File: config.mk
export PLATFORM = sky130hd
export DESIGN_NAME = sce_scrambler
export DESIGN_NICKNAME = d
export VERILOG_FILES = /design/src/design/sce_pkg.sv /design/src/design/sce_scrambler.sv
export SDC_FILE = /design/constraint.sdc
export NUM_CORES = 1
export LEC_CHECK = 0
export BUFFER_PORTS_ARGS = -buffer_cell sky130_fd_sc_hd__buf_4
export CORE_ASPECT_RATIO = 1.1
export CORE_UTILIZATION = 30
export DETAILED_ROUTE_END_ITERATION = 16
export PLACE_DENSITY = 0.76
export SETUP_SLACK_MARGIN = 0.5
export SLEW_MARGIN = 20
export SYNTH_ARGS = -nofsm -noshare
export SYNTH_HDL_FRONTEND = slang
export SYNTH_SLANG_ARGS = --single-unit
File: constraint.sdc
create_clock -name vclk -period 1
set_clock_uncertainty 0.15 [all_clocks]
set_input_delay 0.1 -clock vclk [all_inputs]
set_output_delay 0.1 -clock vclk [all_outputs]
set_load 0.1 [all_outputs]
File: src/design/sce_pkg.sv
// Package for the scrambler and convolutional encoder.
// Holds the shared constants, register indexes and the configuration struct.
// No dependencies.
package sce_pkg;

  localparam int unsigned ScrWidth  = 17;
  localparam int unsigned HistWidth = 6;
  localparam int unsigned ByteWidth = 8;
  localparam int unsigned WordWidth = 16;
  localparam int unsigned AddrWidth = 3;
  localparam int unsigned DataWidth = 32;

  localparam logic [ScrWidth-1:0] ScrSeed = 17'h18E38;
  localparam int unsigned ScrTap = 14;

  typedef enum logic {
    REG_SCRAMBLE_EN = 1'b0,
    REG_CODING_EN   = 1'b1
  } reg_idx_t;

  typedef struct packed {
    logic scramble_en;
    logic coding_en;
  } sce_cfg_t;

endpackage

File: src/design/sce_scrambler.sv
// Additive 17-bit scrambler over one byte, MSB first, unrolled over eight bits.
// Depends on sce_pkg for widths, seed and feedback tap.
module sce_scrambler
  import sce_pkg::*;
(
  input  logic [ByteWidth-1:0] byte_in,
  input  logic                 frame_start,
  input  logic                 enable,
  input  logic [ScrWidth-1:0]  state_in,
  output logic [ByteWidth-1:0] byte_out,
  output logic [ScrWidth-1:0]  state_out
);

  logic [ScrWidth-1:0]  s;
  logic [ByteWidth-1:0] r;
  logic                 fb;

  always_comb begin
    s  = frame_start ? ScrSeed : state_in;
    r  = byte_in;
    fb = 1'b0;
    if (enable) begin
      for (int k = ByteWidth - 1; k >= 0; k--) begin
        fb   = s[0] ^ s[ScrTap];
        r[k] = byte_in[k] ^ s[0];
        s    = {fb, s[ScrWidth-1:1]};
      end
    end
    byte_out  = r;
    state_out = s;
  end

endmodule

==> results of run 1 <==
==> synthesized netlist by cell type <==
library cell | number | area, um^2
sky130_fd_sc_hd__nand2b_4 | 1 | 13.8
sky130_fd_sc_hd__buf_2 | 1 | 5.00
sky130_fd_sc_hd__o21ai_0 | 10 | 50.1
sky130_fd_sc_hd__nor4b_1 | 2 | 17.5
sky130_fd_sc_hd__xor3_1 | 1 | 23.8
sky130_fd_sc_hd__nand2_1 | 17 | 63.8
sky130_fd_sc_hd__xor2_1 | 2 | 17.5
sky130_fd_sc_hd__nor4_1 | 1 | 6.26
sky130_fd_sc_hd__buf_6 | 1 | 11.3
sky130_fd_sc_hd__xnor2_1 | 12 | 105
sky130_fd_sc_hd__nor2_1 | 8 | 30.0
sky130_fd_sc_hd__mux2i_1 | 2 | 20.0
sky130_fd_sc_hd__a211oi_1 | 1 | 7.51
sky130_fd_sc_hd__buf_4 | 3 | 22.5
sky130_fd_sc_hd__a211o_1 | 2 | 17.5
sky130_fd_sc_hd__xnor2_2 | 1 | 16.3
sky130_fd_sc_hd__o22ai_1 | 2 | 12.5
sky130_fd_sc_hd__and2b_1 | 1 | 7.51
sky130_fd_sc_hd__a22o_1 | 1 | 8.76
sky130_fd_sc_hd__a21oi_1 | 3 | 15.0
sky130_fd_sc_hd__nor2b_1 | 2 | 12.5
sky130_fd_sc_hd__nor3_1 | 1 | 5.00
sky130_fd_sc_hd__or2_2 | 2 | 12.5
==> logic make-up after synthesis <==
kind of cell / after synthesis
mux: 2
buf+inv: 5
simple gates: 35
compound gates: 19
xor+xnor: 16
==> per-stage QoR <==
step | cells | util | instance area (um^2) | worst slack (ps)
floorplan | 77 | - | 898 | -755
detailed placement | 171 | 0.949 | 1480 | -540
global placement | 171 | 0.949 | 1480 | -418
==> metrics.txt, run 1 <==
status did not finish; Failed at clock tree synthesis (4_1_cts); stop err [ERROR DPL-0038] Utilization greater than 100%, impossible to legalize; number of hold buffers added after cts 0; Compound-Gate Fraction of Synth Area 0.222; number of different library cells in the post-synthesis netlist 23; adder-cell share of the synthesized area 0; share of synthesized area spent on multiplexers 0.0399; Port Buffers 52; Mapped Nets 104; cell count after synthesis 77; area of the mapped netlist 502 um^2; number of buffers added for setup after CTS 9; total of cells resized after clock tree synthesis 157; detailed placement HPWL 2.43 mm; number of warning messages in the yosys log 0; final weighted congestion in routability-driven placement 0.787; num ports 52; share of synthesized area occupied by flip-flops and latches 0; Avg Inst Size Synth 6.52 um^2; fraction of synthesized cell area in xor and xnor cells 0.324; Synth Area in Simple Gates 0.337; count of standard-cell rows 15; floorplan die width 41.0 um; Initial Utilization 0.322; vertical die dimension 44.9 um; combinational family with the most area after synthesis simple AND/OR/NAND/NOR gates
==> run 2, diff against run 1 <==
--- a/config.mk
+++ b/config.mk
@@ -6,11 +6,10 @@
 export NUM_CORES = 1
 export LEC_CHECK = 0
 export BUFFER_PORTS_ARGS = -buffer_cell sky130_fd_sc_hd__buf_4
-export CORE_ASPECT_RATIO = 1.1
-export CORE_UTILIZATION = 30
+export CORE_AREA = 2 2 63 65
 export DETAILED_ROUTE_END_ITERATION = 16
-export PLACE_DENSITY = 0.76
-export SETUP_SLACK_MARGIN = 0.5
+export DIE_AREA = 0 0 65 67
+export PLACE_DENSITY_LB_ADDON = 0.15
 export SLEW_MARGIN = 20
 export SYNTH_ARGS = -nofsm -noshare
 export SYNTH_HDL_FRONTEND = slang
==> run 2 against run 1 <==
Compared with the run above: the flow now finishes, with violations (setup timing); synthesized cell count is the same; synthesized area is the same.
==> metrics.txt, run 2 <==
count of standard-cell rows 22 (+7); Floorplan Core Area 3610 um^2; number of inserted filler cells in the final layout 248; DRT Pass-1 Iters 3; arrival time of data at the critical path endpoint 1030 ps; routed length per placed instance 14.4 um; slew margin rel. 0.817; Hold Startpoint byte_in[2]; most numerous cell in the Yosys netlist sky130_fd_sc_hd__nand2_1; Max-Cap Viols 0; vertical die dimension 67 um (+49%); peak supply drop 0.415 mV; Max Fanout on Critical Path 4; first-pass GRT wire length 4.82 mm; num ports 52 (unchanged); path type of the worst setup path input port to output pin; cell count after synthesis 77 (unchanged); fraction of final layout cells with drive strength greater than 1 0.951; Worst setup EP type output pin; floorplan die width 65 um (+59%); DRC errors left 0; Port Buffers 52 (unchanged); placed standard-cell area 1510 um^2 (+2.5%); kind of start point of the critical path input port; final weighted congestion in routability-driven placement 0.770 (-2.2%); clock tree buffer count of the final layout 0; required time worst endpoint 750 ps; placed insts 200 (+17%); vias 892; global routing usage summed across all routing layers 0.141; RSZ-0062 raised after global routing true; number of max-slew violations in the final report 0; most common cell after layout, fill and taps aside sky130_fd_sc_hd__buf_12; via count of the first global-routing pass 970; power density over the cells 834 nW/um^2; Static Leak 1.05 nW; final wirelength 3.05 mm; Avg Inst Size Synth 6.52 um^2 (unchanged); Max Clock Freq 780 MHz; total number of nets in the final design 192; fraction of the cycle the final worst path needs 1.28; post-route insts no fill 211; final global-route overflow total 0; commonest cells after routing, fill and taps aside sky130_fd_sc_hd__buf_12 (36), sky130_fd_sc_hd__buf_4 (34), sky130_fd_sc_hd__buf_6 (16); cell types with the highest counts after synthesis sky130_fd_sc_hd__nand2_1 (17), sky130_fd_sc_hd__xnor2_1 (12), sky130_fd_sc_hd__o21ai_0 (10); number of DRC markers after the initial detailed-route iteration 12; post-route setup slack -282 ps; largest net degree at the start of global routing 10; final setup violating endpoints 25; per-cell via count in the routed design 4.23; failing checks setup timing; class of the most critical hold timing path input port to output pin; area of all placed cells without fillers 2460 um^2; detailed placement HPWL 1.93 mm (-21%); Die Outline Area 4360 um^2; biggest area consumer among synthesized cells sky130_fd_sc_hd__xnor2_1; Mapped Nets 104 (unchanged); Initial Utilization 0.139 (-0.183); number of nets with antenna violations after routing 0; proportion of netlist area held by the largest area contributor 0.209 (unchanged); antenna diode instance count 0; biggest area contributors in the synthesized netlist sky130_fd_sc_hd__xnor2_1 (21%), sky130_fd_sc_hd__nand2_1 (13%), sky130_fd_sc_hd__o21ai_0 (10%), sky130_fd_sc_hd__nor2_1 (6.0%), sky130_fd_sc_hd__xor3_1 (4.7%); total number of sequential cells 0; area of the mapped netlist 502 um^2 (unchanged); number of different library cells in the post-synthesis netlist 23 (unchanged); Worst setup startpoint state_in[6]; final hold violation count 0; slew at the pin closest to its max-slew limit 275 ps; share of synthesized area occupied by flip-flops and latches 0 (unchanged); footprint of the flip-flops and latches 0 um^2; synthesis-to-finish area growth 390%; clock period minus final worst setup slack 1280 ps; status complete, but fails checks; number of warning messages in the yosys log 0 (unchanged); antenna violations before repair 0
[run 2: critical path, cell delays in order]
cell                       delay [ps]
sky130_fd_sc_hd__buf_4            140
sky130_fd_sc_hd__or2_4            220
sky130_fd_sc_hd__a211oi_2         300
sky130_fd_sc_hd__nor4_4            80
sky130_fd_sc_hd__buf_6            190
[run 2: through the flow]
stage | power [W] | setup TNS [ps] | utilization | hold slack [ps] | setup WS (ps)
after detailed placement | 0.00144 | -8820 | 0.420 | 433 | -455
after global routing | 0.00212 | -5410 | 0.681 | 393 | -328
after floorplan | 0.00105 | -6870 | - | 251 | -755
final | 0.00205 | -4680 | 0.681 | 383 | -282
after global placement | 0.00144 | -8580 | 0.420 | 432 | -470
after CTS | 0.00195 | -4440 | 0.640 | 384 | -291
[run 2: area by class of cell]
cell class | count | area [um^2] | area share
timing repair buffer | 91 | 1240 | 0.506
multi-input combinational | 72 | 1150 | 0.469
tap | 48 | 60.1 | 0.0244
[run 2: path summary, 6_finish.rpt]
check | slack [ps] | depth (start not counted) | endpoint
min | 380 | 3 | byte_out[2]
max | -280 | 5 | state_out[15]
[run 2: per-layer routing]
layer	vias to the layer above	global-route usage	part of all wire
li1	441	-	-
met1	426	0.158	0.35
met2	25	0.299	0.61
met3	0	0.0101	0.039
met4	0	0	0
met5	-	0	0
[run 2: cell families after synthesis]
| family | count (synthesis) | synth area share |
|---|---|---|
| compound gates | 19 | 0.222 |
| buf+inv | 5 | 0.0773 |
| xor+xnor | 16 | 0.324 |
| simple gates | 35 | 0.337 |
| mux | 2 | 0.0399 |
[run 2: what timing repair did]
item                       4_1_cts  5_1_grt
resized for setup              156       23
pin swaps                       30       19
buffers inserted                 8        5
gates cloned                     1        0
hold buffers                     0        0
setup endpoints to repair       25       25
[run 2: power breakdown]
| part | switching (W) | leakage, nW | internal [W] | total (W) |
|---|---|---|---|---|
| sequential | 0 | 0 | 0 | 0 |
| combinational | 0.00114 | 1.05 | 0.000909 | 0.00205 |
| clock | 0 | 0 | 0 | 0 |
Power figures use the tool's default switching activity.
