**src/design/sce_pkg.sv**
```systemverilog
// Package for the scrambler and convolutional encoder.
// Holds the shared constants, register indexes and the configuration struct.
// No dependencies.
package sce_pkg;

  localparam int unsigned ScrWidth  = 17;
  localparam int unsigned HistWidth = 6;
  localparam int unsigned ByteWidth = 8;
  localparam int unsigned WordWidth = 16;
  localparam int unsigned AddrWidth = 3;
  localparam int unsigned DataWidth = 32;

  localparam logic [ScrWidth-1:0] ScrSeed = 17'h18E38;
  localparam int unsigned ScrTap = 14;

  typedef enum logic {
    REG_SCRAMBLE_EN = 1'b0,
    REG_CODING_EN   = 1'b1
  } reg_idx_t;

  typedef struct packed {
    logic scramble_en;
    logic coding_en;
  } sce_cfg_t;

endpackage

```
**src/design/sce_encoder.sv**
```systemverilog
// K=7 rate 1/2 convolutional encoder over one byte, MSB first, unrolled.
// Depends on sce_pkg for widths.
module sce_encoder
  import sce_pkg::*;
(
  input  logic [ByteWidth-1:0] byte_in,
  input  logic                 enable,
  input  logic [HistWidth-1:0] hist_in,
  output logic [WordWidth-1:0] word_out,
  output logic                 two_bytes,
  output logic [HistWidth-1:0] hist_out
);

  logic [HistWidth-1:0] h;
  logic [WordWidth-1:0] w;
  logic                 b;

  always_comb begin
    h = hist_in;
    w = {{(WordWidth-ByteWidth){1'b0}}, byte_in};
    b = 1'b0;
    if (enable) begin
      for (int k = ByteWidth - 1; k >= 0; k--) begin
        b          = byte_in[k];
        w[2*k+1]   = b ^ h[5] ^ h[4] ^ h[3] ^ h[0];
        w[2*k]     = ~(b ^ h[4] ^ h[3] ^ h[1] ^ h[0]);
        h          = {b, h[HistWidth-1:1]};
      end
    end
    word_out  = w;
    two_bytes = enable;
    hist_out  = h;
  end

endmodule

```
**config.mk**
```make
export PLATFORM = sky130hd
export DESIGN_NAME = sce_encoder
export DESIGN_NICKNAME = d
export VERILOG_FILES = /design/src/design/sce_pkg.sv /design/src/design/sce_encoder.sv
export SDC_FILE = /design/constraint.sdc
export NUM_CORES = 1
export LEC_CHECK = 0
export BUFFER_PORTS_ARGS = -buffer_cell sky130_fd_sc_hd__buf_2
export CAP_MARGIN = 15
export CORE_AREA = 10 10 48 50
export DETAILED_ROUTE_END_ITERATION = 16
export DIE_AREA = 0 0 58 60
export GPL_TIMING_DRIVEN = 0
export PLACE_DENSITY = 0.84
export SYNTH_ARGS = -nofsm -noshare
export SYNTH_HDL_FRONTEND = slang
export SYNTH_SLANG_ARGS = --single-unit
export TNS_END_PERCENT = 30
```
**constraint.sdc**
```tcl
create_clock -name vclk -period 2.09
set_input_delay 0.209 -clock vclk [all_inputs]
set_output_delay 0.209 -clock vclk [all_outputs]
set_load 0.005 [all_outputs]
```
## After elaboration in Yosys (flattened, before gate mapping)

Cells that the tools add are included.

- Register bits after elaboration: 0
- Input bits: 15
- Output and inout bits: 23
- Logic and storage cells: 74

- Muxes and demuxes: 2
- Bitwise operators: 72

Operator list:

| kind | number |
|---|---|
| $xor A1 B1 Y1 | 64 |
| $mux W16 | 1 |
| $not A1 Y1 | 8 |
| $mux W6 | 1 |

## Logic depth before layout (Yosys ltp)

Gate-level depths: netlist (run 1).

- Word-level depth: 6
- Depth in mapped cells: 5
- Mapped depth without buffers: 4

## Least setup slack after synthesis (run 1)

Ideal clock, no wire load.

- Kind: input port to output port
- From: in byte_in[3]
- To: out word_out[6]
- Arrival: 1.221 ns
- Setup slack: 0.660 ns
- Cell stages on the path: 5
- Cell sequence: buf_4 -> xnor2_1 -> xor3_4 -> nand2_1 -> xnor2_1

- Word-level cells in the longest chain between the ends: 6

RTL lines:

| what | RTL line | RTL |
|---|---|---|
| from (decl) | sce_encoder.sv:6 | `input logic [ByteWidth-1:0] byte_in,` |
| $xor A1 B1 Y1 (4 in a row) | sce_encoder.sv:26 | `w[2*k] = ~(b ^ h[4] ^ h[3] ^ h[1] ^ h[0]);` |
| $not A1 Y1 | sce_encoder.sv:26 |  |
| $mux W16 | sce_encoder.sv:22 | `if (enable) begin` |
| to (decl) | sce_encoder.sv:9 | `output logic [WordWidth-1:0] word_out,` |

Every way passes these cells.

## Worst setup path in the final report (run 1)

- From: in byte_in[5]
- To: out word_out[6]

Same word-level chain as after synthesis.

==> flow_summary.ini, run 1 <==
[outcome]
outcome = complete, no violations

[clock_network]
postCtsSetupBuffers = 0
postCtsHoldBufs = 0
post_cts_resize_count = 0

[pwr]
p_leak_nw = 0.384
power.density_nw_per_um2 = 380
total_power_mw = 0.319
ir_drop_uv = 139

[drt]
routed_wl_um = 1730
wire_per_inst_um = 14.1
drc = 0
vias = 551
firstDrtPassIters = 2
viasPerCell = 4.48
drt_first_iter_violations = 4
ant_nets = 0

[placed_design]
place.gp.congestion = 0.780
io_buffers = 34
dpl-instance-area_um2 = 841
hpwl_um = 1560

[cells_and_area]
finalNetCount = 124
n_fill_cell = 136
regArea_um2 = 0
antenna_cells = 0
syn_to_final_growth_pct = 29.2
stdcell_area_um2 = 841
design.seq.count = 0
drive_above_1_share_pct = 49.5
utilization_pct = 58.5
clock_buffers = 0

[setup_path]
critPathMaxFanout = 4
cp-start-kind = input port
cp.arrival_ns = 1.42
worstSetupPathType = input port to primary output
required_ns = 1.88
end_kind = primary output

[sta]
rsz0062_at_grt = false
setup_viol = 0
hold_viol_final = 0
timing.hold.ws_ns = 0.718
finalCriticalPeriod_ns = 1.63
slew_headroom_pct = 76.1
worst_pin_slew_ns = 0.356
final_max_slew_viol_count = 0
timing.final.crit_share_pct = 77.8
fin_tns_setup_ns = 0
fmax_ghz = 0.615

[logic_synthesis]
yosys_warnings = 0
synth_largest_area_cell = xnor2_1
synth_area_leaders = xnor2_1 (40%), mux2_2 (12%), xnor2_2 (10%), xor2_1 (9.4%), and2_1 (6.7%)
synth.most_common_cell = xnor2_1
synth_common_cells = xnor2_1 (30), and2_1 (7), mux2_2 (7), xor2_1 (7), nand2_1 (6)
yosys.cell_types.count = 14
syn_area_um2 = 651
synthDominantCellAreaShare_pct = 40.4
synth_area_per_cell_um2 = 8.91
seq_area_frac_synth_pct = 0
syn-instance-count = 73
synth_nets = 88

[global_route]
antenna_found_initial = 0
grt_usage_pct = 9.13
grt_pass1_vias = 561
grt_max_degree = 11
overflow = 0
grt_pass1_wl_um = 2660

[floorplanning]
die_height_um = 60
die-area_um2 = 3480
core_area_um2 = 1440
start_util_pct = 45.3
row_count = 14
pin_count = 38
die_w_um = 58

[run]
max_cap_violations = 0

[worst_hold_path]
worstHoldPathType = input port to primary output
[area by class of cell]
| cell class | instances | area, um2 | area share, % |
|---|---|---|---|
| multi-input combinational | 66 | 604 | 71.9 |
| tap | 16 | 20.0 | 2.38 |
| timing repair buffer | 34 | 170 | 20.2 |
| buffer | 7 | 46.3 | 5.51 |
[cell usage in the layout, fill, tap and decap left out]
cell      count
nor2_1        1
xor2_1        7
nand2_1       6
xor3_4        1
xnor2_4       1
a21oi_1       1
xnor2_1      30
mux2_2        7
nor2b_1       1
buf_2        35
xnor2_2       4
buf_4         5
clkbuf_1      1
and2_1        7
[per-layer routing]
| layer | share of wire (%) | track usage [%] |
|---|---|---|
| met3 | 9.1 | 3.18 |
| met1 | 34 | 8.50 |
| met2 | 56 | 19.3 |
| met4 | 0 | 0 |
| met5 | 0 | 0 |
[logic make-up (layout without fill, tap and decap cells)]
logic type	after synthesis	in the layout	share of synthesized area (%)
compound gates	1	1	0.768
xor+xnor	43	43	68.3
buf+inv	7	41	7.11
mux	7	7	12.1
simple gates	15	15	11.7
[final timing paths]
| path | startpoint | to | slack [ns] | depth (start not counted) |
|---|---|---|---|---|
| max | byte_in[5] | word_out[6] | 0.46 | 6 |
| min | byte_in[1] | word_out[1] | 0.72 | 3 |
[metrics by stage]
stage / instances / worst slack [ns]
floorplan: 73 / 0.660
global placement: 123 / 0.484
detailed placement: 123 / 0.472
CTS: 123 / 0.454
global route: 123 / 0.348
finish: 123 / 0.464
[power breakdown]
part	internal (mW)	switching, mW
combinational	0.179	0.140
clock	0	0
sequential	0	0
[critical path, stage by stage]
cell and delay [ns]:
buf_2 0.15, xnor2_1 0.34, xor3_4 0.39, nand2_1 0.10, xnor2_1 0.11, buf_2 0.13
Power figures use the tool's default switching activity.
==> run 2, diff against run 1 <==
--- a/config.mk
+++ b/config.mk
@@ -7,11 +7,11 @@
 export LEC_CHECK = 0
 export BUFFER_PORTS_ARGS = -buffer_cell sky130_fd_sc_hd__buf_2
 export CAP_MARGIN = 15
-export CORE_AREA = 10 10 48 50
+export CORE_AREA = 10 10 51 53
 export DETAILED_ROUTE_END_ITERATION = 16
-export DIE_AREA = 0 0 58 60
+export DIE_AREA = 0 0 61 63
 export GPL_TIMING_DRIVEN = 0
-export PLACE_DENSITY = 0.84
+export PLACE_DENSITY = 0.77
 export SYNTH_ARGS = -nofsm -noshare
 export SYNTH_HDL_FRONTEND = slang
 export SYNTH_SLANG_ARGS = --single-unit
==> constraint.sdc (replaced) <==
create_clock -name vclk -period 1.4
set_input_delay 0.14 -clock vclk [all_inputs]
set_output_delay 0.14 -clock vclk [all_outputs]
set_load 0.005 [all_outputs]
==> run 2 against run 1 <==
- power rose by 52%
- largest cell class unchanged
- critical path type unchanged
- flip-flop and latch count did not move
- worst setup slack got worse by 0.40 ns
==> flow_summary.ini, run 2 (synthesis results as in run 1) <==
[placed_design]
place.gp.congestion = 0.834
dpl-instance-area_um2 = 842
io_buffers = 34
hpwl_um = 1460

[setup_path]
cp_top_family = XOR/XNOR gates
cp.arrival_ns = 1.19
required_ns = 1.26
critPathMaxFanout = 6
worstSetupPathType = input port to primary output
critPathBufInv = 2
end_kind = primary output
critPathMaxStageDelay_ns = 0.34
slowest_stage = xor3_4
cp_cell_sequence = buf_4 -> xnor2_4 -> xor3_4 -> nand2_1 -> xnor2_1 -> buf_2
cp-start-kind = input port

[global_route]
grt_max_degree = 11
grt_pass1_vias = 581
antenna_found_initial = 0
grt_usage_pct = 7.65
grt_pass1_wl_um = 2530
overflow = 0

[floorplanning]
row_count = 15
die-area_um2 = 3840
start_util_pct = 39.4
die_w_um = 61
pin_count = 38
core_area_um2 = 1650
die_height_um = 63

[sta]
timing.final.crit_share_pct = 95.2
setup_viol = 0
fin_tns_setup_ns = 0
timing.hold.ws_ns = 0.581
worst_pin_slew_ns = 0.317
hold_viol_final = 0
final_max_slew_viol_count = 0
slew_headroom_pct = 78.7
fmax_ghz = 0.751
finalCriticalPeriod_ns = 1.33
rsz0062_at_grt = true

[cells_and_area]
antenna_cells = 0
layout_common_cells = buf_2 (35), xnor2_1 (29), and2_1 (7), mux2_2 (7)
drive_above_1_share_pct = 51.4
finalNetCount = 124
syn_to_final_growth_pct = 33.5
regArea_um2 = 0
n_fill_cell = 161
clock_buffers = 0
utilization_pct = 52.6
stdcell_area_um2 = 868
design.seq.count = 0
final_common_cell = buf_2

[pwr]
p_int_mw = 0.274
p_leak_nw = 0.393
swShare_pct = 43.5
power_frac_clock_pct = 0
combPwrFrac_pct = 100.0
p_sw_mw = 0.211
total_power_mw = 0.484
power.density_nw_per_um2 = 558
pwr-share-seq_pct = 0
ir_drop_uv = 209

[drt]
viasPerCell = 4.38
firstDrtPassIters = 2
drt_first_iter_violations = 2
drc = 0
vias = 543
wire_per_inst_um = 13.2
routed_wl_um = 1630
ant_nets = 0

[worst_hold_path]
worstHoldPathType = input port to primary output
whs_endpoint = word_out[0]
holdPathStages = 3
hp-start = byte_in[0]

[run]
max_cap_violations = 0

[outcome]
outcome = complete, no violations
-- run 2: repair_timing --
item / in CTS / in global routing
gates cloned: 0 / 0
resized for setup: 1 / 2
setup buffers: 0 / 0
pin swaps: 0 / 1
hold buffers: 0 / 0
endpoints found under the setup margin: 2 / 3
-- run 2: layer usage --
| metal | vias up | wire, um | track usage (%) | share of wire (%) |
|---|---|---|---|---|
| met1 | 233 | 585 | 7.58 | 36 |
| met2 | 20 | 831 | 15.2 | 51 |
| met4 | 0 | 0 | 0 | 0 |
| li1 | 290 | - | - | - |
| met3 | 0 | 214 | 2.44 | 13 |
| met5 | - | 0 | 0 | 0 |
-- run 2: worst max path at each step --
stage	startpoint	depth (start not counted)	endpoint
after global routing	byte_in[7]	6	word_out[9]
after detailed placement	byte_in[5]	6	word_out[6]
final	byte_in[3]	6	word_out[6]
after global placement	byte_in[5]	6	word_out[6]
after CTS	byte_in[5]	6	word_out[6]
after floorplan	byte_in[3]	5	word_out[6]
-- run 2: metrics by stage --
stage | instances | setup slack [ns]
2_1_floorplan | 73 | 0.108
3_3_place_gp | 124 | -0.0735
3_5_place_dp | 124 | -0.0819
4_1_cts | 124 | 0.0123
5_1_grt | 124 | -0.0202
6_report | 124 | 0.0678
-- run 2: cell type report --
class                           count  area, um2  share of cell area [%]
Buffer                              7       46.3                    5.33
Tap cell                           17       21.3                    2.45
Multi-Input combinational cell     66        631                    72.6
Timing Repair Buffer               34        170                    19.6
-- run 2: power groups by stage --
stage	registers (mW)	clock network [mW]	logic, mW
after detailed placement	0	0	0.484
after global placement	0	0	0.474
after floorplan	0	0	0.331
final	0	0	0.484
after CTS	0	0	0.488
after global routing	0	0	0.534
==> run 3, diff against run 2 <==
--- a/config.mk
+++ b/config.mk
@@ -12,6 +12,7 @@
 export DIE_AREA = 0 0 61 63
 export GPL_TIMING_DRIVEN = 0
 export PLACE_DENSITY = 0.77
+export REMOVE_ABC_BUFFERS = 1
 export SYNTH_ARGS = -nofsm -noshare
 export SYNTH_HDL_FRONTEND = slang
 export SYNTH_SLANG_ARGS = --single-unit
==> run 3 against run 2 <==
- combinational power rose by 3%
- worst setup slack worse by 0.0081 ns
- via count grew 4.1%
- critical path type unchanged
==> flow_summary.ini, run 3 (synthesis results as in run 1) <==
[global_route]
antenna_found_initial = 0
grt_pass1_wl_um = 2600
use_met2_pct = 13.0
grt_usage_pct = 7.88
overflow = 0
busiest_layer = met2
grtUsageMet3_pct = 3.86
grtUsageMet1_pct = 9.38
grt_max_degree = 25
grt_pass1_vias = 551

[clock_network]
postCtsHoldBufs = 0

[worst_hold_path]
holdPathStages = 3
worstHoldPathType = input port to primary output

[pwr]
p_leak_nw = 0.393
ir_drop_uv = 238
p_sw_mw = 0.220
pwr-share-seq_pct = 0
power_frac_clock_pct = 0
p_int_mw = 0.279
power.density_nw_per_um2 = 565
swShare_pct = 44.0
combPwrFrac_pct = 100.0

[floorplanning]
pin_count = 38
die-area_um2 = 3840
die_height_um = 63
row_count = 15
core_area_um2 = 1650
start_util_pct = 39.4
die_w_um = 61

[sta]
finalCriticalPeriod_ns = 1.34
timing.hold.ws_ns = 0.582
worst_pin_slew_ns = 0.377
setup_viol = 0
fin_tns_setup_ns = 0
setup_slack_ns = 0.0597
hold_viol_final = 0
slew_headroom_pct = 74.8
final_max_slew_viol_count = 0
timing.final.crit_share_pct = 95.7
fmax_ghz = 0.746

[drt]
viasPerCell = 4.63
firstDrtPassIters = 2
routed_wl_um = 1700
wire_per_inst_um = 13.9
vias = 565
ant_nets = 0
drc = 0
drt_first_iter_violations = 4

[cells_and_area]
drive_above_1_share_pct = 52.4
syn_to_final_growth_pct = 35.6
n_fill_cell = 151
finalNetCount = 122
design.seq.count = 0
layout_common_cells = buf_2 (37), xnor2_1 (28), and2_1 (7), mux2_2 (7)
antenna_cells = 0
regArea_um2 = 0
clock_buffers = 0
final_common_cell = buf_2

[setup_path]
end_kind = primary output
cp.arrival_ns = 1.20
cp-start-kind = input port
critPathMaxFanout = 4
worstSetupPathType = input port to primary output
required_ns = 1.26

[outcome]
outcome = complete, no violations

[placed_design]
io_buffers = 38
hpwl_um = 1400
preCtsSetupSlack_ns = -0.108
place.gp.congestion = 0.779

[run]
max_cap_violations = 0
## run 3: changes by cell type in the layout (fill, tap and decap cells not counted)
cell	change
xnor2_2	-1
xnor2_4	+2
xnor2_1	-1
buf_2	+2
clkbuf_1	-1
buf_4	-3
## run 3: stage by stage
stage          instance area (um2)  power, mW  util (%)  std cells
3_3_place_gp                   816      0.468      49.4        121
3_5_place_dp                   816      0.476      49.4        121
2_1_floorplan                  604      0.302         -         66
6_report                       882      0.499      53.4        122
5_1_grt                        882      0.553      53.4        122
4_1_cts                        835      0.486      50.5        121
## run 3: final timing paths
kind                  startpoint          end  slack (ns)
worst max-delay path  byte_in[5]  word_out[6]        0.06
worst min-delay path  byte_in[0]  word_out[0]        0.58
## run 3: worst max-delay path, cell delays in order
cell and delay, ns:
buf_2 0.22, xnor2_4 0.16, xor3_4 0.34, nand2_1 0.10, xnor2_1 0.11, buf_2 0.13
## run 3: per-layer routing
metal  share of wire (%)  wire length (um)
met1                  37               632
met2                  46               789
met3                  16               276
met4                   0                 0
met5                   0                 0
## run 3: cell type report
cell class	instances	area (um2)	area share, %
multi-input cells	66	661	74.9
well taps	17	21.3	2.41
repair buffers	39	200	22.7
## run 3: power groups by stage
| stage | Clock, mW | Combinational [mW] | Sequential [mW] |
|---|---|---|---|
| 2_1_floorplan | 0 | 0.302 | 0 |
| 3_3_place_gp | 0 | 0.468 | 0 |
| 3_5_place_dp | 0 | 0.476 | 0 |
| 4_1_cts | 0 | 0.486 | 0 |
| 5_1_grt | 0 | 0.553 | 0 |
| 6_report | 0 | 0.499 | 0 |
## run 3: timing repair
item | CTS | global route
buffers inserted | 0 | 1
gates cloned | 0 | 0
pin swaps | 0 | 1
endpoints found under the setup margin | 2 | 6
gates resized for setup | 2 | 6
