===== src/design/sce_pkg.sv =====
// Package for the scrambler and convolutional encoder.
// Holds the shared constants, register indexes and the configuration struct.
// No dependencies.
package sce_pkg;

  localparam int unsigned ScrWidth  = 17;
  localparam int unsigned HistWidth = 6;
  localparam int unsigned ByteWidth = 8;
  localparam int unsigned WordWidth = 16;
  localparam int unsigned AddrWidth = 3;
  localparam int unsigned DataWidth = 32;

  localparam logic [ScrWidth-1:0] ScrSeed = 17'h18E38;
  localparam int unsigned ScrTap = 14;

  typedef enum logic {
    REG_SCRAMBLE_EN = 1'b0,
    REG_CODING_EN   = 1'b1
  } reg_idx_t;

  typedef struct packed {
    logic scramble_en;
    logic coding_en;
  } sce_cfg_t;

endpackage


===== src/design/sce_cfg.sv =====
// APB-style configuration registers for scramble and coding enables.
// Depends on sce_pkg for register indexes and the configuration struct.
module sce_cfg
  import sce_pkg::*;
(
  input  logic                 clk,
  input  logic                 rst_n,
  input  logic                 psel,
  input  logic                 penable,
  input  logic                 pwrite,
  input  logic [AddrWidth-1:0] paddr,
  input  logic [DataWidth-1:0] pwdata,
  output logic [DataWidth-1:0] prdata,
  output logic                 pready,
  output sce_cfg_t             cfg
);

  sce_cfg_t cfg_r;
  sce_cfg_t cfg_nxt;
  reg_idx_t idx;
  logic     wr_en;

  assign pready = 1'b1;
  assign idx    = reg_idx_t'(paddr[2]);
  assign wr_en  = psel && penable && pwrite && pready;

  always_comb begin
    cfg_nxt = cfg_r;
    prdata  = '0;
    unique case (idx)
      REG_SCRAMBLE_EN: begin
        prdata[0] = cfg_r.scramble_en;
        if (wr_en) begin
          cfg_nxt.scramble_en = pwdata[0];
        end
      end
      REG_CODING_EN: begin
        prdata[0] = cfg_r.coding_en;
        if (wr_en) begin
          cfg_nxt.coding_en = pwdata[0];
        end
      end
      default: begin
        prdata = '0;
      end
    endcase
  end

  always_ff @(posedge clk) begin
    if (!rst_n) begin
      cfg_r <= '{scramble_en: 1'b1, coding_en: 1'b1};
    end else begin
      cfg_r <= cfg_nxt;
    end
  end

  assign cfg = cfg_r;

endmodule


===== config.mk =====
export PLATFORM = sky130hd
export DESIGN_NAME = sce_cfg
export DESIGN_NICKNAME = d
export VERILOG_FILES = /design/src/design/sce_pkg.sv /design/src/design/sce_cfg.sv
export SDC_FILE = /design/constraint.sdc
export NUM_CORES = 1
export LEC_CHECK = 0
export ABC_AREA = 1
export BUFFER_PORTS_ARGS = -buffer_cell sky130_fd_sc_hd__buf_4
export CORE_MARGIN = 1
export CORE_UTILIZATION = 24
export CTS_BUF_LIST = sky130_fd_sc_hd__clkbuf_8
export DETAILED_ROUTE_END_ITERATION = 7
export PLACE_DENSITY = 0.8
export SKIP_LAST_GASP = 1
export SLEW_MARGIN = 40
export SYNTH_ARGS = -nofsm -noshare
export SYNTH_HDL_FRONTEND = slang
export SYNTH_SLANG_ARGS = --single-unit

===== constraint.sdc =====
create_clock -name clk -period 0.8 [get_ports clk]
set_clock_uncertainty 0.2 [all_clocks]
set_input_delay 0.16 -clock clk [delete_from_list [all_inputs] [get_ports clk]]
set_output_delay 0.16 -clock clk [all_outputs]
set_load 0.02 [all_outputs]

# ---- Yosys cells after proc, flatten, opt, wreduce, memory -nomap -nowiden
# Index checks and enable logic that the tools add are counted.
dict set report word_totals {
  regBits 2
  inputBits 40
  output_inout_bits 35
  elab_cells 8
}
dict set report classes {
  n_mux 1
  bitwise 1
  n_reduce_logical 4
}
# operator count
set ops {}
lappend ops {{2-bit AND reduction} 2}
lappend ops {{1-bit logical AND} 2}
lappend ops {{1-bit one-hot mux with 2 select lines} 1}
lappend ops {{1-bit inverter} 1}

# ---- Longest topological paths before layout
# Gate-level depths: netlist of run 1.
dict set report depth {
  word_depth 3
  mapped_depth 4
  mapped_depth_nobuf 4
}

# ---- Worst setup path after synthesis of run 1
# No wires, ideal clock.
dict set report synth_path {
  path_type {reg-to-output}
  startpoint {register cfg_r, in the netlist cfg[0]}
  endpoint {output port prdata[0]}
  arrival_time_ns 0.673
  required_ns 0.440
  path_slack_ns -0.233
  stages_incl_launch_ff 3
  n_path_buf 0
  cell_sequence {dfxtp_1 -> nand2_1 -> nand2_1}
}
dict set report synth_via {
  elab_chain_len 1
}
# item line
set synth_rtl {}
lappend synth_rtl {{from (decl)} sce_cfg.sv:18} ;# sce_cfg_t cfg_r;
lappend synth_rtl {{from (signal assigned)} sce_cfg.sv:51} ;# cfg_r <= '{scramble_en: 1'b1, coding_en: 1'b1};
lappend synth_rtl {{from (signal assigned)} sce_cfg.sv:53} ;# cfg_r <= cfg_nxt;
lappend synth_rtl {{1-bit one-hot mux with 2 select lines} sce_cfg.sv:30} ;# unique case (idx)
lappend synth_rtl {{to (decl)} sce_cfg.sv:13} ;# output logic [DataWidth-1:0] prdata,
# No other way between the ends.

# ---- Final worst setup path of run 1
dict set report layout_path {
  startpoint {register cfg_r, in the netlist cfg[1]}
  endpoint {output port prdata[0]}
}
# Same word-level chain as after synthesis.

==> summary.txt, run 1 <==
Run status
  – Status: complete, but fails checks
  – Violated checks: negative hold slack, negative setup slack

Power and ir drop
  – Portion of total power attributed to sequential cells: 14.3%
  – Power share of the clock group: 54.9%
  – PD cells: about 1800 nW/um^2
  – Maximum vdd drop: around 0.38 mV
  – Power Total: about 0.00073 W
  – Sw frac: 35.99%
  – Net Sw Power: 0.0002638 W
  – Cell internal pwr: between 0.0004 and 0.0005 W
  – Logic gate share of total power: 30.7%
  – P_leak: 0.2449 nW

Clock network
  – Clk sinks: 2
  – CTS tree: done
  – Buffer depth of the longest clock path: 2
  – Num CTS Buffers: 3
  – Worst-path clk slew: 0.03 ns
  – CTS Root Cell: clkbuf_8
  – # Post-CTS Setup Buffers: 0
  – H-tree levels: 1
  – Latest clock arrival within the worst-skew pair: ~0.21 ns

Worst setup path
  – Worst reg2reg path startpoint: cfg[1]
  – Critical Path Sink Type: output port
  – Worst-case reg-to-reg path depth: 2
  – Largest fanout on the critical path: 3
  – Worst R2R Setup Slack: 0.02 ns
  – Crit path from: cfg[1]
  – Worst EP arrival: between 0.7 and 0.8 ns
  – Setup crit end: prdata[0]
  – Reg2reg end: cfg[1]
  – Critical path class: reg2out
  – CP required: between 0.4 and 0.5 ns
  – CP startpoint kind: flip-flop

Synth
  – Number of synthesized register bits: 2
  – Synth Area in Compound Gates: 0%
  – Xor/xnor cell area share of the yosys netlist: 0%
  – YS warnings: 0
  – Sequential area share after synthesis: ~11%
  – Synth unique cells: 8
  – Syn_area_per_cell: between 6 and 7 sq um
  – Simple-gate portion of the synthesized area: 17.19%
  – Largest family of logic cells by synthesized area: buffers and inverters
  – Cells after Synth: 51
  – Adder-cell share of the synthesized area: 0%
  – Synthesized cell area: 356.6 sq um
  – Multiplexer area fraction after synthesis: 0%

Detailed routing
  – Via density: roughly 3.3
  – DR vias: 254
  – Wire length per cell: 6.936 um
  – Final wirelength: 541 um
  – Drt pass-1 iters: 2
  – Drt initial violations: 5
  – Post-DRT Antenna Nets: 0
  – DRC: 0

Floorplan
  – Die area: 1644 sq um
  – Core ar.: 1334 sq um
  – Die height: 40.55 um
  – Starting Density: 26.74%
  – Die X: 40.55 um
  – Row count: 13
  – Boundary pin count: 75

Worst hold path
  – HP Class: in2reg

Timing
  – Setup WS post-layout: -0.3373 ns
  – Period utilisation layout: 142.2%
  – Setup TNS Final: -0.8531 ns
  – Max Clk Rate: 879.3 MHz
  – Final min period: 1.137 ns
  – Final Setup Violations: 3
  – Fin. max-slew vios: 0
  – Unrepaired setup endpoints after global routing: true
  – Fin Hold WS: -0.05644 ns
  – Final hold vios: 2

Global route
  – Vias in the first global route: about 190
  – Initial antenna violation count: 0
  – Largest net degree at the start of global routing: 4
  – Total gr overflow: 0
  – First-pass GRT wire length: 724 um
  – Total GRT Usage: 8.136%

Finish
  – Layout cells sized above 1: between 30% and 40%
  – Net count, final: 105
  – Inserted Diodes: 0
  – Synth-to-Final Area Change: 14.74%
  – Max reg flops: 2

Run
  – MaxCap Viol Count: 0

Placed design
  – Worst setup slack after placement: -0.2048 ns
  – Final GP Congestion: 0.6172
  – Port Buffers: 9
  – Post-DP HPWL: 436.7 um
## Yosys cell counts
library cell,count,area share [%]
buf_4,32,67
conb_1,2,2.1
dfxtp_1,2,11
inv_1,2,2.1
nand2_1,6,6.3
nand3_1,4,5.6
nand4_1,2,3.5
nor2_2,1,1.8
## cells by family (layout without fill, tap and decap cells)
kind of cell	after synthesis	count (layout)
other	2	32
and+or+nand+nor	13	13
buffers and inverters	34	16
DFF	2	2
## worst min-delay path by stage
stage               start      to  slack (ns)  cells after the start
floorplan           rst_n  cfg[0]        0.04                      1
global placement    rst_n  cfg[1]        0.16                      2
detailed placement  rst_n  cfg[1]        0.16                      2
CTS                 rst_n  cfg[1]       -0.06                      2
global route        rst_n  cfg[1]       -0.05                      2
finish              rst_n  cfg[1]       -0.06                      2
## cell usage in the layout, fill, tap and decap left out
cell	count
nand2_4	3
conb_1	32
dfxtp_4	2
nand3_1	4
buf_6	2
nor2_2	1
buf_4	9
inv_1	2
clkbuf_8	3
nand2_1	3
nand4_1	2
## worst max-delay path: stages, from the launching register on
cell,delay [ns]
dfxtp_4,0.35
nand2_4,0.06
nand2_4,0.04
buf_6,0.12
## per-stage QoR
step	cells	util (%)	instance area [sq um]	hold slack (ns)
2_1_floorplan	81	-	494.2	0.04392
3_3_place_gp	75	26.64	355.3	0.1597
3_5_place_dp	75	26.64	355.3	0.1635
4_1_cts	78	30.68	409.1	-0.05971
5_1_grt	78	30.68	409.1	-0.05040
6_report	78	30.68	409.1	-0.05644
## layout make-up
type,instances,area (sq um)
timing repair buffer,11,90.09
clock buffer,3,41.29
sequential,2,47.55
fill,148,924.6
multi-input combinational,45,203.9
inverter,2,7.507
tap,15,18.77
## layer usage
layer,vias up,routed length [um],track usage (%)
li1,117,-,-
met1,111,155,4.854
met2,24,286,12.30
met3,2,83,7.778
met4,0,14,10.00
met5,-,0,0
## power by group through the flow
stage | combinational, W | sequential [W] | clock [W]
after floorplan | 0.000281 | 0.000109 | 0
after global placement | 0.000214 | 0.000105 | 0
after detailed placement | 0.000216 | 0.000105 | 0
after CTS | 0.000223 | 0.000105 | 0.000416
after global routing | 0.000247 | 0.000106 | 0.000424
final | 0.000225 | 0.000105 | 0.000403
## timing repair
| action | in CTS | in global routing |
|---|---|---|
| pin swaps | 1 | 0 |
| endpoints found under the hold margin | 2 | 2 |
| resized for setup | 3 | 0 |
| endpoints found under the setup margin | 3 | 4 |
Power figures use the tool's default switching activity.
==> run 2: changes to the inputs <==
--- a/config.mk
+++ b/config.mk
@@ -5,13 +5,11 @@
 export SDC_FILE = /design/constraint.sdc
 export NUM_CORES = 1
 export LEC_CHECK = 0
-export ABC_AREA = 1
 export BUFFER_PORTS_ARGS = -buffer_cell sky130_fd_sc_hd__buf_4
-export CORE_MARGIN = 1
 export CORE_UTILIZATION = 24
 export CTS_BUF_LIST = sky130_fd_sc_hd__clkbuf_8
 export DETAILED_ROUTE_END_ITERATION = 7
-export PLACE_DENSITY = 0.8
+export PLACE_DENSITY = 0.81
 export SKIP_LAST_GASP = 1
 export SLEW_MARGIN = 40
 export SYNTH_ARGS = -nofsm -noshare
==> constraint.sdc (replaced) <==
create_clock -name clk -period 1.3 [get_ports clk]
set_clock_uncertainty 0.2 [all_clocks]
set_input_delay 0.26 -clock clk [delete_from_list [all_inputs] [get_ports clk]]
set_output_delay 0.26 -clock clk [all_outputs]
set_load 0.02 [all_outputs]
==> run 2 against run 1 <==
- the flow finishes with violations (negative setup slack)
- sequential share of layout area is 0.36 points lower
- combinational power shrank 49%
- die area decreased by 1.0%
- sequential cell count stayed put
- cell count shrank 9.0%
- count of clock-buffer cells in the layout is the same
- register-to-register slack improved by 0.32 ns
- via count fell by 15%
- wire length is 22% lower
- hold slack improved by 0.18 ns
- highest routed layer unchanged
==> summary.txt, run 2 <==
Run status
  – Status: complete, but fails checks (unchanged)
  – Violated checks: negative setup slack (was negative hold slack, negative setup slack)

Worst setup path
  – Top delay family on crit path: flip-flops (unchanged)
  – CP required: 0.84 ns (was 0.44 ns)
  – Critical path, cell by cell: mux2_4 > buf_6 (was nand2_4 > nand2_4 > buf_6)
  – Worst-case reg-to-reg path depth: 3 (was 2)
  – CP max stage delay: 0.31 ns (was 0.35 ns)
  – Worst EP arrival: 0.92 ns (was 0.78 ns)
  – CP startpoint kind: flip-flop (unchanged)
  – Buf/Inv on CP: 1 (unchanged)
  – Critical Path Sink Type: output port (unchanged)
  – Worst R2R Setup Slack: 0.34 ns (was 0.02 ns)
  – Reg2reg end: cfg[1] (unchanged)
  – Critical path class: reg2out (unchanged)
  – Slowest stage cell, crit path: dfxtp_2 (was dfxtp_4)
  – Worst reg2reg path startpoint: cfg[1] (unchanged)
  – Largest fanout on the critical path: 2 (was 3)

Timing
  – Final min period: approximately 1.4 ns
  – Fin. max-slew vios: 0 (unchanged)
  – Unrepaired setup endpoints after global routing: true (unchanged)
  – Max Clk Rate: 726.2 MHz
  – Final hold vios: 0 (was 2)
  – Setup WS post-layout: -0.07702 ns (was -0.3373 ns)
  – Setup TNS Final: -0.07702 ns (was -0.8531 ns)
  – Final Setup Violations: 1 (was 3)
  – Period utilisation layout: 105.9%
  – Fin Hold WS: 0.1209 ns (was -0.05644 ns)

Finish
  – Synth-to-Final Area Change: 7.092% (was 14.74%)
  – Commonest non-fill, non-tap cell in the layout: conb_1 (unchanged)
  – Net count, final: 98 (was 105)
  – Layout cells sized above 1: 30.36% (was 31.75%)
  – Commonest cells after routing, fill and taps aside: conb_1 (32), buf_4 (10), nor2b_1 (3), clkbuf_8 (3) (was conb_1 (32), buf_4 (9), nand3_1 (4))
  – Max reg flops: 2 (unchanged)
  – Post-route cell area: 377.9 sq um (was 409.1 sq um)
  – FILL cells: 150 (was 148)
  – Final Util: 28.33% (was 30.68%)
  – Inserted Diodes: 0 (unchanged)

Floorplan
  – Starting Density: 26.45% (was 26.74%)
  – Boundary pin count: 75 (unchanged)
  – Row count: 13 (unchanged)
  – Die X: 40.34 um (was 40.55 um)
  – Die height: 40.34 um (was 40.55 um)
  – Die area: 1627 sq um (was 1644 sq um)
  – Core ar.: 1334 sq um (unchanged)

Power and ir drop
  – Portion of total power attributed to sequential cells: 15.4% (was 14.3%)
  – P_leak: 0.2247 nW (was 0.2449 nW)
  – Logic gate share of total power: 27.2% (was 30.7%)
  – Power share of the clock group: 57.4% (was 54.9%)
  – Cell internal pwr: 0.0002804 W (was 0.0004691 W)
  – Maximum vdd drop: 0.4426 mV (was 0.3756 mV)
  – Net Sw Power: 0.0001389 W (was 0.0002638 W)
  – Power Total: 0.0004193 W (was 0.0007329 W)
  – PD cells: 1110 nW/um^2 (was 1791 nW/um^2)
  – Sw frac: 33.12% (was 35.99%)

Synth
  – Ys async rst share: 0% (unchanged)
  – Synth top cells by count: buf_4 (32), nor2b_1 (3), conb_1 (2), dfxtp_1 (2), mux2i_1 (2) (was buf_4 (32), nand2_1 (6), nand3_1 (4))
  – Main synth FF type: dfxtp_1 (unchanged)
  – Number of synthesized register bits: 2 (unchanged)
  – Synth unique cells: 8 (unchanged)
  – Yosys top cell by area: buf_4 (unchanged)
  – Xor/xnor cell area share of the yosys netlist: 0% (unchanged)
  – Syn_area_per_cell: 8.019 sq um (was 6.992 sq um)
  – Cells after Synth: 44 (was 51)
  – Adder-cell share of the synthesized area: 0% (unchanged)
  – Sequential area share after synthesis: 11.35% (was 11.23%)
  – EDFF count, synth: 0 (unchanged)
  – Count leader, synth: buf_4 (unchanged)
  – YS warnings: 0 (unchanged)
  – Largest family of logic cells by synthesized area: buffers and inverters (unchanged)
  – Multiplexer area fraction after synthesis: 8.865% (was 0%)
  – Synthesized cell area: 352.8 sq um (was 356.6 sq um)
  – Top-area cell type share of the netlist area: 68.09% (was 67.37%)
  – Ranking of synthesized cells by area: buf_4 (68%), dfxtp_1 (11%), mux2i_1 (5.7%), nor2b_1 (5.3%), mux2_2 (3.2%) (was buf_4 (67%), dfxtp_1 (11%), nand2_1 (6.3%), nand3_1 (5.6%), nand4_1 (3.5%))
  – Synth Area in Compound Gates: 0% (unchanged)
  – Simple-gate portion of the synthesized area: 9.574% (was 17.19%)

Clock network
  – CTS Root Cell: clkbuf_8 (unchanged)
  – CTS tree: done (unchanged)
  – Latest clock arrival within the worst-skew pair: 0.21 ns (about the same)
  – Buffer depth of the longest clock path: 2 (unchanged)
  – Num CTS Buffers: 3 (unchanged)
  – Worst-path clk slew: 0.03 ns (about the same)
  – H-tree levels: 1 (unchanged)
  – Clk sinks: 2 (unchanged)

Worst hold path
  – Hold_sp: pwdata[0] (was rst_n)
  – Hold path cells: 3 (was 2)
  – Hold path endpoint: cfg[0] (was cfg[1])
  – HP Class: in2reg (unchanged)

Detailed routing
  – Drt pass-1 iters: 1 (was 2)
  – Wire length per cell: 5.930 um (was 6.936 um)
  – Via density: 3.056 (was 3.256)
  – Drt initial violations: 0 (was 5)
  – Final wirelength: 421 um (was 541 um)
  – Post-DRT Antenna Nets: 0 (unchanged)
  – DRC: 0 (unchanged)
  – DR vias: 217 (was 254)

Placed design
  – Port Buffers: 9 (unchanged)
  – Final GP Congestion: 0.6424 (was 0.6172)
  – Post-DP Area: 311.5 sq um (was 355.3 sq um)
  – Post-DP HPWL: 318 um (was 436.7 um)

Global route
  – Total GRT Usage: 6.356% (was 8.136%)
  – Total gr overflow: 0 (unchanged)
  – Vias in the first global route: 168 (was 192)
  – First-pass GRT wire length: 586 um (was 724 um)
  – Largest net degree at the start of global routing: 4 (unchanged)
  – Initial antenna violation count: 0 (unchanged)

Run
  – MaxCap Viol Count: 0 (unchanged)
[run 2: cell count changes in the layout (fill, tap and decap cells not counted), moves of 2 or more]
| cell | previous run | this run |
|---|---|---|
| nand3_1 | 4 | 0 |
| inv_1 | 2 | 0 |
| dfxtp_4 | 2 | 0 |
| mux2i_1 | 0 | 2 |
| nand2_1 | 3 | 0 |
| nor2b_1 | 0 | 3 |
| dfxtp_2 | 0 | 2 |
| nand2_4 | 3 | 0 |
[run 2: cells by family (layout without fill, tap and decap cells)]
family / count (synthesis) / in the layout
buffers and inverters: 32 / 14
DFF: 2 / 2
muxes: 3 / 3
other: 2 / 32
and+or+nand+nor: 5 / 5
[run 2: per-layer routing]
| metal | wire (um) | global-route usage, % |
|---|---|---|
| met1 | 141 | 3.934 |
| met2 | 208 | 10.32 |
| met3 | 56 | 3.333 |
| met4 | 15 | 10.00 |
| met5 | 0 | 0 |
[run 2: per-stage QoR]
step,worst slack (ns),cells
after detailed placement,0.01366,66
after CTS,-0.07520,71
final,-0.07702,71
after floorplan,0.1412,74
after global routing,-0.08933,71
after global placement,0.02110,66
[run 2: worst register-to-register path, stage by stage, from the launching register on]
cell	delay, ns
dfxtp_2	0.31
buf_4	0.13
nor2b_1	0.11
mux2i_1	0.08
[run 2: power groups by stage]
stage          combinational (W)  sequential (W)  clock, W
4_1_cts                 0.000113       0.0000643  0.000251
5_1_grt                 0.000128       0.0000646  0.000252
3_5_place_dp            0.000109       0.0000650         0
6_report                0.000114       0.0000645  0.000241
3_3_place_gp            0.000108       0.0000651         0
2_1_floorplan           0.000162       0.0000666         0
[run 2: area by class of cell]
cell class | instances | area (sq um) | share of cell area (%)
Sequential cell | 2 | 42.54 | 11.26
Multi-Input combinational cell | 40 | 188.9 | 50.00
Timing Repair Buffer | 11 | 86.33 | 22.85
Tap cell | 15 | 18.77 | 4.967
Clock buffer | 3 | 41.29 | 10.93
[run 2: how the worst max path moves through the flow]
stage	startpoint	depth (start not counted)	endpoint
after floorplan	cfg[0]	1	prdata[0]
after global placement	paddr[2]	3	prdata[0]
after detailed placement	paddr[2]	3	prdata[0]
after CTS	cfg[1]	2	prdata[0]
after global routing	cfg[1]	2	prdata[0]
final	cfg[1]	2	prdata[0]
[run 2: what timing repair did]
action,in CTS,in global routing
pin swaps,0,0
resized for setup,4,0
setup endpoints to repair,1,1
setup buffers,2,0
hold buffers,0,0
==> run 3: changes to the inputs <==
--- a/config.mk
+++ b/config.mk
@@ -6,10 +6,12 @@
 export NUM_CORES = 1
 export LEC_CHECK = 0
 export BUFFER_PORTS_ARGS = -buffer_cell sky130_fd_sc_hd__buf_4
-export CORE_UTILIZATION = 24
+export CELL_PAD_IN_SITES_DETAIL_PLACEMENT = 0
+export CELL_PAD_IN_SITES_GLOBAL_PLACEMENT = 1
+export CORE_UTILIZATION = 13
 export CTS_BUF_LIST = sky130_fd_sc_hd__clkbuf_8
 export DETAILED_ROUTE_END_ITERATION = 7
-export PLACE_DENSITY = 0.81
+export PLACE_DENSITY_LB_ADDON = 0.1
 export SKIP_LAST_GASP = 1
 export SLEW_MARGIN = 40
 export SYNTH_ARGS = -nofsm -noshare
==> run 3 against run 2 <==
- the run still ends with negative setup slack left
- die area rose by 80%
- register-to-register slack improved by 0.02 ns
- sequential share of layout area fell by 0.53 points
- non-clock buffer count did not move
- sequential cell count did not move
- fmax rose by 0.15%
- clock power rose by 2%
- critical path depth did not move
- cell count rose by 21%
- core utilization fell by 13 points
- sequential power barely moved
- largest cell class unchanged
==> summary.txt, run 3 (same netlist as run 2, synthesis figures left out) <==
Run status
  – Status: complete, but fails checks (unchanged)
  – Violated checks: negative setup slack (unchanged)

Finish
  – Inserted Diodes: 0 (unchanged)
  – Layout cells sized above 1: 30.36% (unchanged)
  – Net count, final: 98 (unchanged)
  – Final Util: 15.72% (was 28.33%)
  – Synth-to-Final Area Change: 12.41% (was 7.092%)
  – FILL cells: 296 (was 150)
  – Commonest non-fill, non-tap cell in the layout: conb_1 (unchanged)
  – Commonest cells after routing, fill and taps aside: conb_1 (32), buf_4 (10), nor2b_1 (3), clkbuf_8 (3) (unchanged)
  – Max reg flops: 2 (unchanged)
  – Post-route cell area: 396.6 sq um (was 377.9 sq um)

Floorplan
  – Core ar.: 2522 sq um (was 1334 sq um)
  – Boundary pin count: 75 (unchanged)
  – Starting Density: 13.99% (was 26.45%)
  – Die height: 54.10 um (was 40.34 um)
  – Die X: 54.10 um (was 40.34 um)
  – Die area: 2926 sq um (was 1627 sq um)
  – Row count: 18 (was 13)

Placed design
  – Final GP Congestion: 0.5672 (was 0.6424)
  – Port Buffers: 9 (unchanged)
  – Post-DP Area: 330.3 sq um (was 311.5 sq um)
  – Post-DP HPWL: 389.8 um (was 318 um)

Timing
  – Unrepaired setup endpoints after global routing: true (unchanged)
  – Max Clk Rate: 727.3 MHz (was 726.2 MHz)
  – Final hold vios: 0 (unchanged)
  – Final min period: 1.375 ns (was 1.377 ns)
  – Final Setup Violations: 1 (unchanged)
  – Period utilisation layout: 105.8% (was 105.9%)
  – Fin. max-slew vios: 0 (unchanged)
  – Setup WS post-layout: -0.07502 ns (was -0.07702 ns)

Worst setup path
  – Critical path, cell by cell: mux2_4 > buf_6 (unchanged)
  – CP max stage delay: 0.31 ns (about the same)
  – CP startpoint kind: flip-flop (unchanged)
  – WP depth: 2 (unchanged)
  – Critical path class: reg2out (unchanged)
  – Critical Path Sink Type: output port (unchanged)
  – Slowest stage cell, crit path: dfxtp_2 (unchanged)
  – Worst-case reg-to-reg path depth: 3 (unchanged)
  – Top delay family on crit path: flip-flops (unchanged)
  – Largest fanout on the critical path: 2 (unchanged)
  – Buf/Inv on CP: 1 (unchanged)
  – CP required: 0.84 ns (about the same)
  – Worst EP arrival: 0.92 ns (about the same)

Clock network
  – CTS Root Cell: clkbuf_8 (unchanged)
  – # hold bufs at CTS: 0 (unchanged)
  – Latest clock arrival within the worst-skew pair: 0.21 ns (about the same)
  – Buffer depth of the longest clock path: 2 (unchanged)
  – Num CTS Buffers: 3 (unchanged)
  – CTS tree: done (unchanged)
  – Clk sinks: 2 (unchanged)
  – Worst-path clk slew: 0.03 ns (about the same)
  – H-tree levels: 1 (unchanged)

Worst hold path
  – HP Class: in2reg (unchanged)
  – Hold path cells: 3 (unchanged)

Power and ir drop
  – Maximum vdd drop: 0.3606 mV (was 0.4426 mV)
  – PD cells: 1074 nW/um^2 (was 1110 nW/um^2)
  – P_leak: 0.2247 nW (unchanged)

Detailed routing
  – DR vias: 205 (was 217)
  – Via density: 2.384 (was 3.056)
  – Drt pass-1 iters: 2 (was 1)
  – Wire length per cell: 5.965 um (was 5.930 um)
  – Final wirelength: 513 um (was 421 um)
  – Post-DRT Antenna Nets: 0 (unchanged)
  – DRC: 0 (unchanged)
  – Drt initial violations: 9 (was 0)

Global route
  – Initial antenna violation count: 0 (unchanged)
  – Largest net degree at the start of global routing: 4 (unchanged)
  – First-pass GRT wire length: 765 um (was 586 um)
  – Total gr overflow: 0 (unchanged)
  – Vias in the first global route: 166 (was 168)
  – Total GRT Usage: 4.333% (was 6.356%)

Run
  – MaxCap Viol Count: 0 (unchanged)
==> run 3: final cells by class <==
type / instances / area [sq um] / area share, %
Multi-Input combinational cell: 40 / 188.9 / 47.63
Timing Repair Buffer: 11 / 86.33 / 21.77
Sequential cell: 2 / 42.54 / 10.73
Clock buffer: 3 / 41.29 / 10.41
Tap cell: 30 / 37.54 / 9.464
==> run 3: worst paths after layout <==
check | start | endpoint | slack, ns
worst min-delay path | pwdata[0] | cfg[0] | 0.14
worst max register to register | cfg[1] | cfg[1] | 0.36
worst min register to register | cfg[0] | cfg[0] | 0.42
worst max-delay path | cfg[1] | prdata[0] | -0.08
==> run 3: metal layers <==
metal	global-route usage (%)	vias up	share of wire, %
li1	-	97	-
met1	6.076	77	47
met2	3.292	29	30
met3	3.672	2	22
met4	3.846	0	1.4
met5	0	-	0
==> run 3: per-stage QoR <==
step | cells | TNS [ns] | worst slack [ns] | hold WS [ns] | total power [W]
CTS | 85 | -0.08497 | -0.08497 | 0.1344 | 0.0004336
global route | 86 | -0.09350 | -0.09350 | 0.1500 | 0.0004551
finish | 86 | -0.07502 | -0.07502 | 0.1358 | 0.0004259
detailed placement | 81 | 0 | 0.004867 | 0.3398 | 0.0001751
global placement | 81 | -0.0008133 | -0.0008133 | 0.3644 | 0.0001756
floorplan | 74 | 0 | 0.1412 | 0.2301 | 0.0002283
==> run 3: repair_timing <==
item | 4_1_cts | 5_1_grt
setup buffers | 1 | 1
resized for setup | 4 | 0
cloned | 0 | 0
setup endpoints to repair | 1 | 1
==> run 3: power by group <==
group          leakage, nW  switching, W  internal [W]
Clock               0.0216     0.0000502      0.000196
Combinational        0.188     0.0000939     0.0000215
Sequential          0.0153   0.000000777     0.0000635
==> run 3: worst min-delay path, stage by stage <==
cell,delay [ns]
buf_4,0.08
nor2b_1,0.05
mux2i_1,0.12
